==> config.mk <==
export PLATFORM = sky130hd
export DESIGN_NAME = keyed_resource_pool_top_flat
export DESIGN_NICKNAME = d
export VERILOG_FILES = /design/src/hdl/krp_pkg.sv /design/src/hdl/krp_req_if.sv /design/src/hdl/krp_rsp_if.sv /design/src/hdl/krp_key_ram.sv /design/src/hdl/keyed_resource_pool_top.sv /design/src/flat_wrapper.sv
export VERILOG_INCLUDE_DIRS = /design/src /design/src/hdl
export SDC_FILE = /design/constraint.sdc
export NUM_CORES = 1
export LEC_CHECK = 0
export BUFFER_PORTS_ARGS = -buffer_cell sky130_fd_sc_hd__buf_2
export CAP_MARGIN = 20
export CORE_ASPECT_RATIO = 1.2
export CORE_UTILIZATION = 61
export DETAILED_ROUTE_END_ITERATION = 8
export GPL_TIMING_DRIVEN = 0
export PLACE_DENSITY = 0.77
export SLEW_MARGIN = 20
export SYNTH_ARGS = -nofsm -noshare
export SYNTH_HDL_FRONTEND = slang
export SYNTH_HIERARCHICAL = 1
export SYNTH_SLANG_ARGS = --single-unit
==> constraint.sdc <==
create_clock -name clock -period 16.8 [get_ports clock]
set_clock_uncertainty 0.2 [all_clocks]
set_input_delay 0.84 -clock clock [delete_from_list [all_inputs] [get_ports clock]]
set_output_delay 0.84 -clock clock [all_outputs]
set_load 0.03 [all_outputs]
==> src/hdl/assert_macros.svh <==
// Assertion macros used by the RTL of the keyed resource pool.
// Included by the modules that carry concurrent assertions; no other dependencies.
`ifndef ASSERT_MACROS_SVH
`define ASSERT_MACROS_SVH
`ifndef SYNTH
// Expression holds at every rising clock edge outside reset.
`define KRP_ASSERT_ALWAYS(lbl, clk, rst, expr) \
   lbl: assert property (@(posedge clk) disable iff (rst) (expr)) \
      else $error("keyed resource pool check failed");
// Antecedent in one cycle implies consequent in the next.
`define KRP_ASSERT_NEXT(lbl, clk, rst, ante, cons) \
   lbl: assert property (@(posedge clk) disable iff (rst) (ante) |=> (cons)) \
      else $error("keyed resource pool check failed");
`else
`define KRP_ASSERT_ALWAYS(lbl, clk, rst, expr)
`define KRP_ASSERT_NEXT(lbl, clk, rst, ante, cons)
`endif
`endif

==> src/hdl/krp_pkg.sv <==
// Package of the keyed resource pool: field widths, key layout and sequencer states.
// No dependencies; used by the interfaces, the key store and the top level.
`timescale 1ns / 1ps
package krp_pkg;

   localparam int POOL_SLOTS_DEF = 16;

   localparam int KIND_W   = 1;
   localparam int FMT_W    = 8;
   localparam int DIM_W    = 15;
   localparam int USAGE_W  = 8;
   localparam int TYPE_W   = 3;
   localparam int MIP_W    = 4;
   localparam int LAYER_W  = 12;

   // Stored key: both dimensions, then the descriptor fields.
   localparam int KEY_W = 2 * DIM_W + FMT_W + USAGE_W + TYPE_W + MIP_W + LAYER_W;

   localparam int SLOT_OUT_W  = 4;
   localparam int COUNT_OUT_W = 5;

   localparam logic KIND_ACQUIRE = 1'b0;
   localparam logic KIND_RETIRE  = 1'b1;

   typedef enum logic [1:0] {
      ST_IDLE = 2'b01,
      ST_SCAN = 2'b10
   } krp_state_type;

endpackage

==> src/hdl/krp_req_if.sv <==
// Request channel of the keyed resource pool: valid/ready handshake and key fields.
// Depends on krp_pkg.
`timescale 1ns / 1ps
interface krp_req_if
   import krp_pkg::*;
   ();
   logic               valid;
   logic               ready;
   logic [KIND_W-1:0]  kind;
   logic [FMT_W-1:0]   pixel_format;
   logic [DIM_W-1:0]   tex_width;
   logic [DIM_W-1:0]   tex_height;
   logic [USAGE_W-1:0] usage_bits;
   logic [TYPE_W-1:0]  tex_type;
   logic [MIP_W-1:0]   mip_levels;
   logic [LAYER_W-1:0] array_layers;

   modport source (output valid, kind, pixel_format, tex_width, tex_height, usage_bits,
                   tex_type, mip_levels, array_layers, input ready);
   modport sink (input valid, kind, pixel_format, tex_width, tex_height, usage_bits,
                 tex_type, mip_levels, array_layers, output ready);
endinterface

==> src/hdl/krp_rsp_if.sv <==
// Response channel of the keyed resource pool: valid/ready handshake and result fields.
// Depends on krp_pkg.
`timescale 1ns / 1ps
interface krp_rsp_if
   import krp_pkg::*;
   ();
   logic                   valid;
   logic                   ready;
   logic [SLOT_OUT_W-1:0]  slot_index;
   logic                   created;
   logic                   pool_full;
   logic [COUNT_OUT_W-1:0] live_count;
   logic [COUNT_OUT_W-1:0] retired_count;

   modport source (output valid, slot_index, created, pool_full, live_count, retired_count,
                   input ready);
   modport sink (input valid, slot_index, created, pool_full, live_count, retired_count,
                 output ready);
endinterface

==> src/hdl/krp_key_ram.sv <==
// Key store of the keyed resource pool: one write port, one registered read port.
// Depends on krp_pkg for the key width.
`timescale 1ns / 1ps
module krp_key_ram
   import krp_pkg::*;
#(
   parameter int POOL_SLOTS = POOL_SLOTS_DEF,
   localparam int IDX_W = $clog2(POOL_SLOTS)
) (
   input  logic             clock,
   input  logic             wr_en,
   input  logic [IDX_W-1:0] wr_addr,
   input  logic [KEY_W-1:0] wr_data,
   input  logic             rd_en,
   input  logic [IDX_W-1:0] rd_addr,
   output logic [KEY_W-1:0] rd_data
);

   logic [KEY_W-1:0] key_mem [POOL_SLOTS];
   logic [KEY_W-1:0] rd_data_ff;

   always_ff @(posedge clock) begin
      if (wr_en) begin
         key_mem[wr_addr] <= wr_data;
      end
   end

   always_ff @(posedge clock) begin
      if (rd_en) begin
         rd_data_ff <= key_mem[rd_addr];
      end
   end

   assign rd_data = rd_data_ff;

endmodule

==> src/hdl/keyed_resource_pool_top.sv <==
// Top level of the keyed resource pool: scan sequencer, in-use marks, counters, response register.
// Depends on krp_pkg, krp_req_if, krp_rsp_if, krp_key_ram and assert_macros.svh.
//
//   channel | direction | carries
//   req     | in        | kind and the seven key fields of one request
//   rsp     | out       | slot_index, created, pool_full, live_count, retired_count
//
// A retire request finishes in the cycle it is accepted; its response is valid in the following cycle.
// An acquire request scans the allocated slots through the single read port of the key store,
// one slot per cycle, so the time until its response depends on where the matching slot sits
// and on how many slots are allocated; the scan stops at the first free slot with a matching key.
// Reset is synchronous and clears the in-use marks and both counters; the key store is not
// cleared, since only slots below the allocated count are ever read.
// A request is taken only when the sequencer is idle and the response register is empty or being
// emptied; a stalled response therefore holds back the next request but never the current one.
`timescale 1ns / 1ps
`include "assert_macros.svh"
module keyed_resource_pool_top
   import krp_pkg::*;
#(
   parameter int POOL_SLOTS = POOL_SLOTS_DEF
) (
   input  logic       clock,
   input  logic       reset,
   krp_req_if.sink    req,
   krp_rsp_if.source  rsp
);

   localparam int IDX_W = $clog2(POOL_SLOTS);
   localparam int CNT_W = $clog2(POOL_SLOTS + 1);

   // Sequencer and scan pipeline state.
   krp_state_type          state_ff, state_in;
   logic [KEY_W-1:0]       key_ff, key_in;
   logic [CNT_W-1:0]       rd_ptr_ff, rd_ptr_in;
   logic                   cmp_vld_ff, cmp_vld_in;
   logic [IDX_W-1:0]       cmp_addr_ff, cmp_addr_in;

   // Pool bookkeeping.
   logic [POOL_SLOTS-1:0]  in_use_ff, in_use_in;
   logic [CNT_W-1:0]       alloc_ff, alloc_in;
   logic [CNT_W-1:0]       total_ff, total_in;

   // Response register.
   logic                   rsp_valid_ff, rsp_valid_in;
   logic [SLOT_OUT_W-1:0]  rsp_slot_ff, rsp_slot_in;
   logic                   rsp_created_ff, rsp_created_in;
   logic                   rsp_full_ff, rsp_full_in;
   logic [COUNT_OUT_W-1:0] rsp_live_ff, rsp_live_in;
   logic [COUNT_OUT_W-1:0] rsp_retired_ff, rsp_retired_in;

   // Key store ports.
   logic                   ram_wr_en;
   logic [IDX_W-1:0]       ram_wr_addr;
   logic                   ram_rd_en;
   logic [KEY_W-1:0]       ram_rd_data;

   logic                   req_fire;
   logic [KEY_W-1:0]       req_key;
   logic                   scan_more;
   logic                   scan_hit;
   logic                   scan_miss;
   logic                   pool_is_full;
   logic [CNT_W-1:0]       retired_now;

   // The request key packs the two dimensions above the descriptor fields.
   assign req_key = {req.tex_height, req.tex_width, req.pixel_format, req.usage_bits,
                     req.tex_type, req.mip_levels, req.array_layers};

   assign req.ready = (state_ff == ST_IDLE) && (!rsp_valid_ff || rsp.ready);
   assign req_fire  = req.valid && req.ready;

   // One key is read per cycle while slots remain; the compare uses the key read the cycle before.
   assign scan_more    = rd_ptr_ff < alloc_ff;
   assign scan_hit     = (state_ff == ST_SCAN) && cmp_vld_ff && !in_use_ff[cmp_addr_ff] &&
                         (ram_rd_data == key_ff);
   assign scan_miss    = (state_ff == ST_SCAN) && !cmp_vld_ff && !scan_more;
   assign pool_is_full = alloc_ff == CNT_W'(POOL_SLOTS);
   assign ram_wr_en    = scan_miss && !pool_is_full;
   assign ram_wr_addr  = alloc_ff[IDX_W-1:0];
   assign ram_rd_en    = (state_ff == ST_SCAN) && !scan_hit && scan_more;

   always_comb begin
      state_in       = state_ff;
      key_in         = key_ff;
      rd_ptr_in      = rd_ptr_ff;
      cmp_vld_in     = 1'b0;
      cmp_addr_in    = cmp_addr_ff;
      in_use_in      = in_use_ff;
      alloc_in       = alloc_ff;
      total_in       = total_ff;
      rsp_valid_in   = rsp_valid_ff && !rsp.ready;
      rsp_slot_in    = rsp_slot_ff;
      rsp_created_in = rsp_created_ff;
      rsp_full_in    = rsp_full_ff;
      rsp_live_in    = rsp_live_ff;
      rsp_retired_in = rsp_retired_ff;
      retired_now    = alloc_ff - total_ff;

      unique case (state_ff)
         ST_IDLE: begin
            if (req_fire) begin
               if (req.kind == KIND_RETIRE) begin
                  // Free every slot; the allocated slots all become retired.
                  in_use_in      = '0;
                  total_in       = '0;
                  rsp_valid_in   = 1'b1;
                  rsp_slot_in    = '0;
                  rsp_created_in = 1'b0;
                  rsp_full_in    = 1'b0;
                  rsp_live_in    = '0;
                  rsp_retired_in = COUNT_OUT_W'(alloc_ff);
               end else begin
                  key_in    = req_key;
                  rd_ptr_in = '0;
                  state_in  = ST_SCAN;
               end
            end
         end
         ST_SCAN: begin
            if (ram_rd_en) begin
               cmp_vld_in  = 1'b1;
               cmp_addr_in = rd_ptr_ff[IDX_W-1:0];
               rd_ptr_in   = rd_ptr_ff + CNT_W'(1);
            end
            if (scan_hit) begin
               // Lowest free slot with an equal key: claim it.
               in_use_in[cmp_addr_ff] = 1'b1;
               total_in       = total_ff + CNT_W'(1);
               rsp_valid_in   = 1'b1;
               rsp_slot_in    = SLOT_OUT_W'(cmp_addr_ff);
               rsp_created_in = 1'b0;
               rsp_full_in    = 1'b0;
               rsp_live_in    = COUNT_OUT_W'(total_in);
               retired_now    = alloc_in - total_in;
               rsp_retired_in = COUNT_OUT_W'(retired_now);
               state_in       = ST_IDLE;
            end else if (scan_miss) begin
               rsp_valid_in = 1'b1;
               state_in     = ST_IDLE;
               if (pool_is_full) begin
                  rsp_slot_in    = '0;
                  rsp_created_in = 1'b0;
                  rsp_full_in    = 1'b1;
               end else begin
                  // Open the next unused slot and store the key there.
                  in_use_in[alloc_ff[IDX_W-1:0]] = 1'b1;
                  alloc_in       = alloc_ff + CNT_W'(1);
                  total_in       = total_ff + CNT_W'(1);
                  rsp_slot_in    = SLOT_OUT_W'(alloc_ff);
                  rsp_created_in = 1'b1;
                  rsp_full_in    = 1'b0;
               end
               rsp_live_in    = COUNT_OUT_W'(total_in);
               retired_now    = alloc_in - total_in;
               rsp_retired_in = COUNT_OUT_W'(retired_now);
            end
         end
         default: begin
            state_in = ST_IDLE;
         end
      endcase
   end

   always_ff @(posedge clock) begin
      if (reset) begin
         state_ff     <= ST_IDLE;
         cmp_vld_ff   <= 1'b0;
         in_use_ff    <= '0;
         alloc_ff     <= '0;
         total_ff     <= '0;
         rsp_valid_ff <= 1'b0;
      end else begin
         state_ff     <= state_in;
         cmp_vld_ff   <= cmp_vld_in;
         in_use_ff    <= in_use_in;
         alloc_ff     <= alloc_in;
         total_ff     <= total_in;
         rsp_valid_ff <= rsp_valid_in;
      end
   end

   always_ff @(posedge clock) begin
      key_ff         <= key_in;
      rd_ptr_ff      <= rd_ptr_in;
      cmp_addr_ff    <= cmp_addr_in;
      rsp_slot_ff    <= rsp_slot_in;
      rsp_created_ff <= rsp_created_in;
      rsp_full_ff    <= rsp_full_in;
      rsp_live_ff    <= rsp_live_in;
      rsp_retired_ff <= rsp_retired_in;
   end

   krp_key_ram #(
      .POOL_SLOTS (POOL_SLOTS)
   ) u_key_ram (
      .clock   (clock),
      .wr_en   (ram_wr_en),
      .wr_addr (ram_wr_addr),
      .wr_data (key_ff),
      .rd_en   (ram_rd_en),
      .rd_addr (rd_ptr_ff[IDX_W-1:0]),
      .rd_data (ram_rd_data)
   );

   assign rsp.valid         = rsp_valid_ff;
   assign rsp.slot_index    = rsp_slot_ff;
   assign rsp.created       = rsp_created_ff;
   assign rsp.pool_full     = rsp_full_ff;
   assign rsp.live_count    = rsp_live_ff;
   assign rsp.retired_count = rsp_retired_ff;

   // Slots in use can never outnumber the allocated slots, nor these the pool.
   `KRP_ASSERT_ALWAYS(a_total_le_alloc, clock, reset, total_ff <= alloc_ff)
   `KRP_ASSERT_ALWAYS(a_alloc_le_pool, clock, reset, alloc_ff <= CNT_W'(POOL_SLOTS))
   // Every accepted request either starts a scan or has its response ready next cycle.
   `KRP_ASSERT_NEXT(a_req_progress, clock, reset, req_fire,
      (state_ff == ST_SCAN) || rsp_valid_ff)
   // The read pointer never runs past the allocated slots during a scan.
   `KRP_ASSERT_ALWAYS(a_ptr_bound, clock, reset, (state_ff != ST_SCAN) || (rd_ptr_ff <= alloc_ff))
   // A scan only ends when the response register is free to take its result.
   `KRP_ASSERT_ALWAYS(a_rsp_free, clock, reset,
      !(scan_hit || scan_miss) || !rsp_valid_ff)

endmodule

==> src/flat_wrapper.sv <==
// flat-port wrapper written by rule: the top's interface ports become plain ports
module keyed_resource_pool_top_flat import krp_pkg::*;
#(
   parameter int POOL_SLOTS = POOL_SLOTS_DEF
)
  (clock, reset, req_valid, req_kind, req_pixel_format, req_tex_width, req_tex_height, req_usage_bits, req_tex_type, req_mip_levels, req_array_layers, req_ready, rsp_valid, rsp_slot_index, rsp_created, rsp_pool_full, rsp_live_count, rsp_retired_count, rsp_ready);
  krp_req_if req_i ();
  krp_rsp_if rsp_i ();
  input  logic clock;
  input  logic reset;
  input wire logic [$bits(req_i.valid)-1:0] req_valid;
  input wire logic [$bits(req_i.kind)-1:0] req_kind;
  input wire logic [$bits(req_i.pixel_format)-1:0] req_pixel_format;
  input wire logic [$bits(req_i.tex_width)-1:0] req_tex_width;
  input wire logic [$bits(req_i.tex_height)-1:0] req_tex_height;
  input wire logic [$bits(req_i.usage_bits)-1:0] req_usage_bits;
  input wire logic [$bits(req_i.tex_type)-1:0] req_tex_type;
  input wire logic [$bits(req_i.mip_levels)-1:0] req_mip_levels;
  input wire logic [$bits(req_i.array_layers)-1:0] req_array_layers;
  output wire logic [$bits(req_i.ready)-1:0] req_ready;
  output wire logic [$bits(rsp_i.valid)-1:0] rsp_valid;
  output wire logic [$bits(rsp_i.slot_index)-1:0] rsp_slot_index;
  output wire logic [$bits(rsp_i.created)-1:0] rsp_created;
  output wire logic [$bits(rsp_i.pool_full)-1:0] rsp_pool_full;
  output wire logic [$bits(rsp_i.live_count)-1:0] rsp_live_count;
  output wire logic [$bits(rsp_i.retired_count)-1:0] rsp_retired_count;
  input wire logic [$bits(rsp_i.ready)-1:0] rsp_ready;
  assign req_i.valid = req_valid;
  assign req_i.kind = req_kind;
  assign req_i.pixel_format = req_pixel_format;
  assign req_i.tex_width = req_tex_width;
  assign req_i.tex_height = req_tex_height;
  assign req_i.usage_bits = req_usage_bits;
  assign req_i.tex_type = req_tex_type;
  assign req_i.mip_levels = req_mip_levels;
  assign req_i.array_layers = req_array_layers;
  assign req_ready = req_i.ready;
  assign rsp_valid = rsp_i.valid;
  assign rsp_slot_index = rsp_i.slot_index;
  assign rsp_created = rsp_i.created;
  assign rsp_pool_full = rsp_i.pool_full;
  assign rsp_live_count = rsp_i.live_count;
  assign rsp_retired_count = rsp_i.retired_count;
  assign rsp_i.ready = rsp_ready;
  keyed_resource_pool_top #(.POOL_SLOTS(POOL_SLOTS)) u_core (.clock(clock), .reset(reset), .req(req_i), .rsp(rsp_i));
endmodule
==> results.cfg <==
[outcome]
status = completed

[logic_synthesis]
synth_edf_count = 1195
synth_top_area_cell = edfxtp_1
synthTopCellsByArea = edfxtp_1 76%, mux4_2 13%, a22oi_1 2.1%, dfxtp_1 1.3%, xor2_1 0.94%
synth_async_sr_flop_share_pct = 0
yosys_warnings = 6
syn_inst = 2261
synth_flop_cell = edfxtp_1
ys_ff_latch = 1225
synth.distinct_cells = 60
ys_seq_area_share_pct = 77.00
netlist_area_um2 = 47380
synth_nets = 2353
yosysTopAreaCellShare_pct = 75.73
avgSynthCellArea_um2 = 20.96

[detailed_routing]
first_pass_iters = 7
routed_via_density = 6.727
drt_iter0_drc = 2865
drcViolationCount = 0
num_vias = 24570
routedWlPerCell_um = 31.50
routed_wl_um = 115100
detail-route-antenna-nets = 0

[layout]
drive_gt1_share_pct = 25.23
areaGrowthSynthToFinish_pct = 14.39
fin_nets = 2640
n_fill_cell = 4411
layout_common_cells = 1195 x edfxtp_1, 264 x mux4_2, 131 x a22oi_1, 113 x clkbuf_16, 113 x nand2_1
design_area_um2 = 54200
regArea_um2 = 36490
final_common_cell = edfxtp_1
instances_no_fill = 3653
multi_input_area_um2 = 10320
diodes = 0

[cts]
clk_pin_slew_ns = 0.07
h-tree-depth = 3
root_buffer = clkbuf_16
postCtsHoldBufs = 0
clkLatencyLatePin_ns = 0.70
clkSinkCount = 1225
cts_setup_buffers = 0
clockBufferDepth = 3
cts-resized-gates = 0
cts_buffers = 112
cts_tree = yes

[floorplan]
rows = 111
die_y_um = 307.3
die-area_um2 = 78800
start_util_pct = 61.80
io-pin-count = 88
die_w_um = 256.4
core_area_um2 = 76660

[sta]
timing.final.ws_setup_ns = 11.85
min_period_ns = 4.954
timing.setup.tns_ns = 0
tightestPinTransition_ns = 1.195
slew_viol_final = 0
finalCritPeriodShare_pct = 29.49
fmax_ghz = 0.2019
finalSetupViolCount = 0
rsz0062_at_grt = false
max-slew-margin-rel_pct = 20.32
finalHoldViolCount = 0

[power]
p_leak_nw = 17.29
ir_drop_mv = 0.08902
p_per_area_nw_per_um2 = 118.8
p_total_w = 0.006439

[grt]
grt_pass1_vias = 25100
antenna_found_initial = 1
grt_max_degree = 50
grtUsageTotal_pct = 29.77
overflow = 0
grt_pass1_wl_um = 167200

[placement]
gp_congestion = 0.9116
placedInstanceArea_um2 = 50590
io_buffers = 87
post-place-ws_ns = 11.93
placed_cells_incl_taps = 3450
dp_hpwl_um = 72610

[job]
maxCapViolCount = 0

[setup_path]
worstPathRequired_ns = 16.99
start_kind = flip-flop
crit_type = flip-flop to flip-flop
critical_path.max_fanout = 16
cp-end-kind = flip-flop
crit_arrival_ns = 5.15

[hold_path]
min_path_type = primary input to flip-flop
==> cell type report <==
class                      instances  share of cell area (%)
clock buffer                     142                   5.418
multi-input combinational        902                   19.04
timing repair buffer             173                   3.357
buffer                           111                   1.131
inverter                          23                  0.1685
sequential                      1225                   67.32
clock inverter                    60                   1.219
tap                             1017                   2.348
==> layer usage <==
layer / GRT usage [%] / up-vias / share of wire [%]
met4: 14.04 / 0 / 4.8
met2: 49.64 / 1630 / 50
met1: 38.44 / 12640 / 35
met5: 0 / - / 0
met3: 5.416 / 317 / 9.8
li1: - / 9982 / -
==> Yosys cell counts, drive strengths merged (23+ instances only) <==
cell type,instances
a22oi,131
buf,60
clkbuf,51
dfxtp,30
edfxtp,1195
inv,23
mux4,264
nand2,113
nor2,44
nor2b,33
nor4,31
xor2,51
==> final timing paths <==
| path | to | startpoint | cells past startpoint | slack [ns] |
|---|---|---|---|---|
| setup / recovery | u_core/u_key_ram/key_mem[12][39] | u_core/alloc_ff[1] | 13 | 11.85 |
| hold / removal | u_core/key_ff[33] | req_pixel_format[6] | 1 | 0.12 |
| setup reg to reg | u_core/u_key_ram/key_mem[12][39] | u_core/alloc_ff[1] | 13 | 11.85 |
| hold reg to reg | u_core/in_use_ff[2] | u_core/in_use_ff[2] | 2 | 0.28 |
==> critical path, cell delays in order, from the launching register on <==
cell	delay, ns
dfxtp_1	0.86
inv_1	0.23
ha_1	0.33
nor4bb_1	0.18
clkbuf_1	0.27
inv_1	0.30
nand2_1	0.15
inv_1	0.18
nand3_1	0.31
nor3_2	0.62
buf_4	0.31
buf_4	0.23
buf_4	0.24
buf_4	0.22
==> sequential cells by signal (all words and copies together), names as in the netlist, 4 cells and up <==
register / flops
u_core/rsp.live_count: 5
u_core/rsp.slot_index: 4
u_core/total_ff: 5
u_core/alloc_ff: 5
u_core/rd_ptr_ff: 5
u_core/key_ff: 65
u_core/cmp_addr_ff: 4
u_core/u_key_ram/rd_data: 65
u_core/in_use_ff: 16
u_core/rsp.retired_count: 5
u_core/u_key_ram/key_mem: 1040
==> power by group <==
part / internal [W] / switching, W / leakage (nW)
Clock: 0.00142 / 0.00110 / 1.75
Combinational: 0.000207 / 0.000283 / 4.52
Sequential: 0.00339 / 0.0000443 / 11.0
==> cells by family after synthesis <==
| group | share of synthesized area (%) |
|---|---|
| flip-flops | 77.00 |
| adder cells (fa/ha/maj) | 0.6126 |
| XOR/XNOR | 1.312 |
| buffers and inverters | 1.476 |
| multiplexers | 12.95 |
| AND/OR/NAND/NOR | 3.351 |
| AO/OA/AOI/OAI | 3.293 |
==> stage by stage <==
stage               utilization [%]  hold WS, ns
finish                        70.70       0.1171
global route                  70.70       0.1082
CTS                           70.68      0.08619
detailed placement            65.99       0.2637
global placement              64.03       0.2594
floorplan                         -       0.2431
No activity file was read; power rests on OpenSTA's default activity.
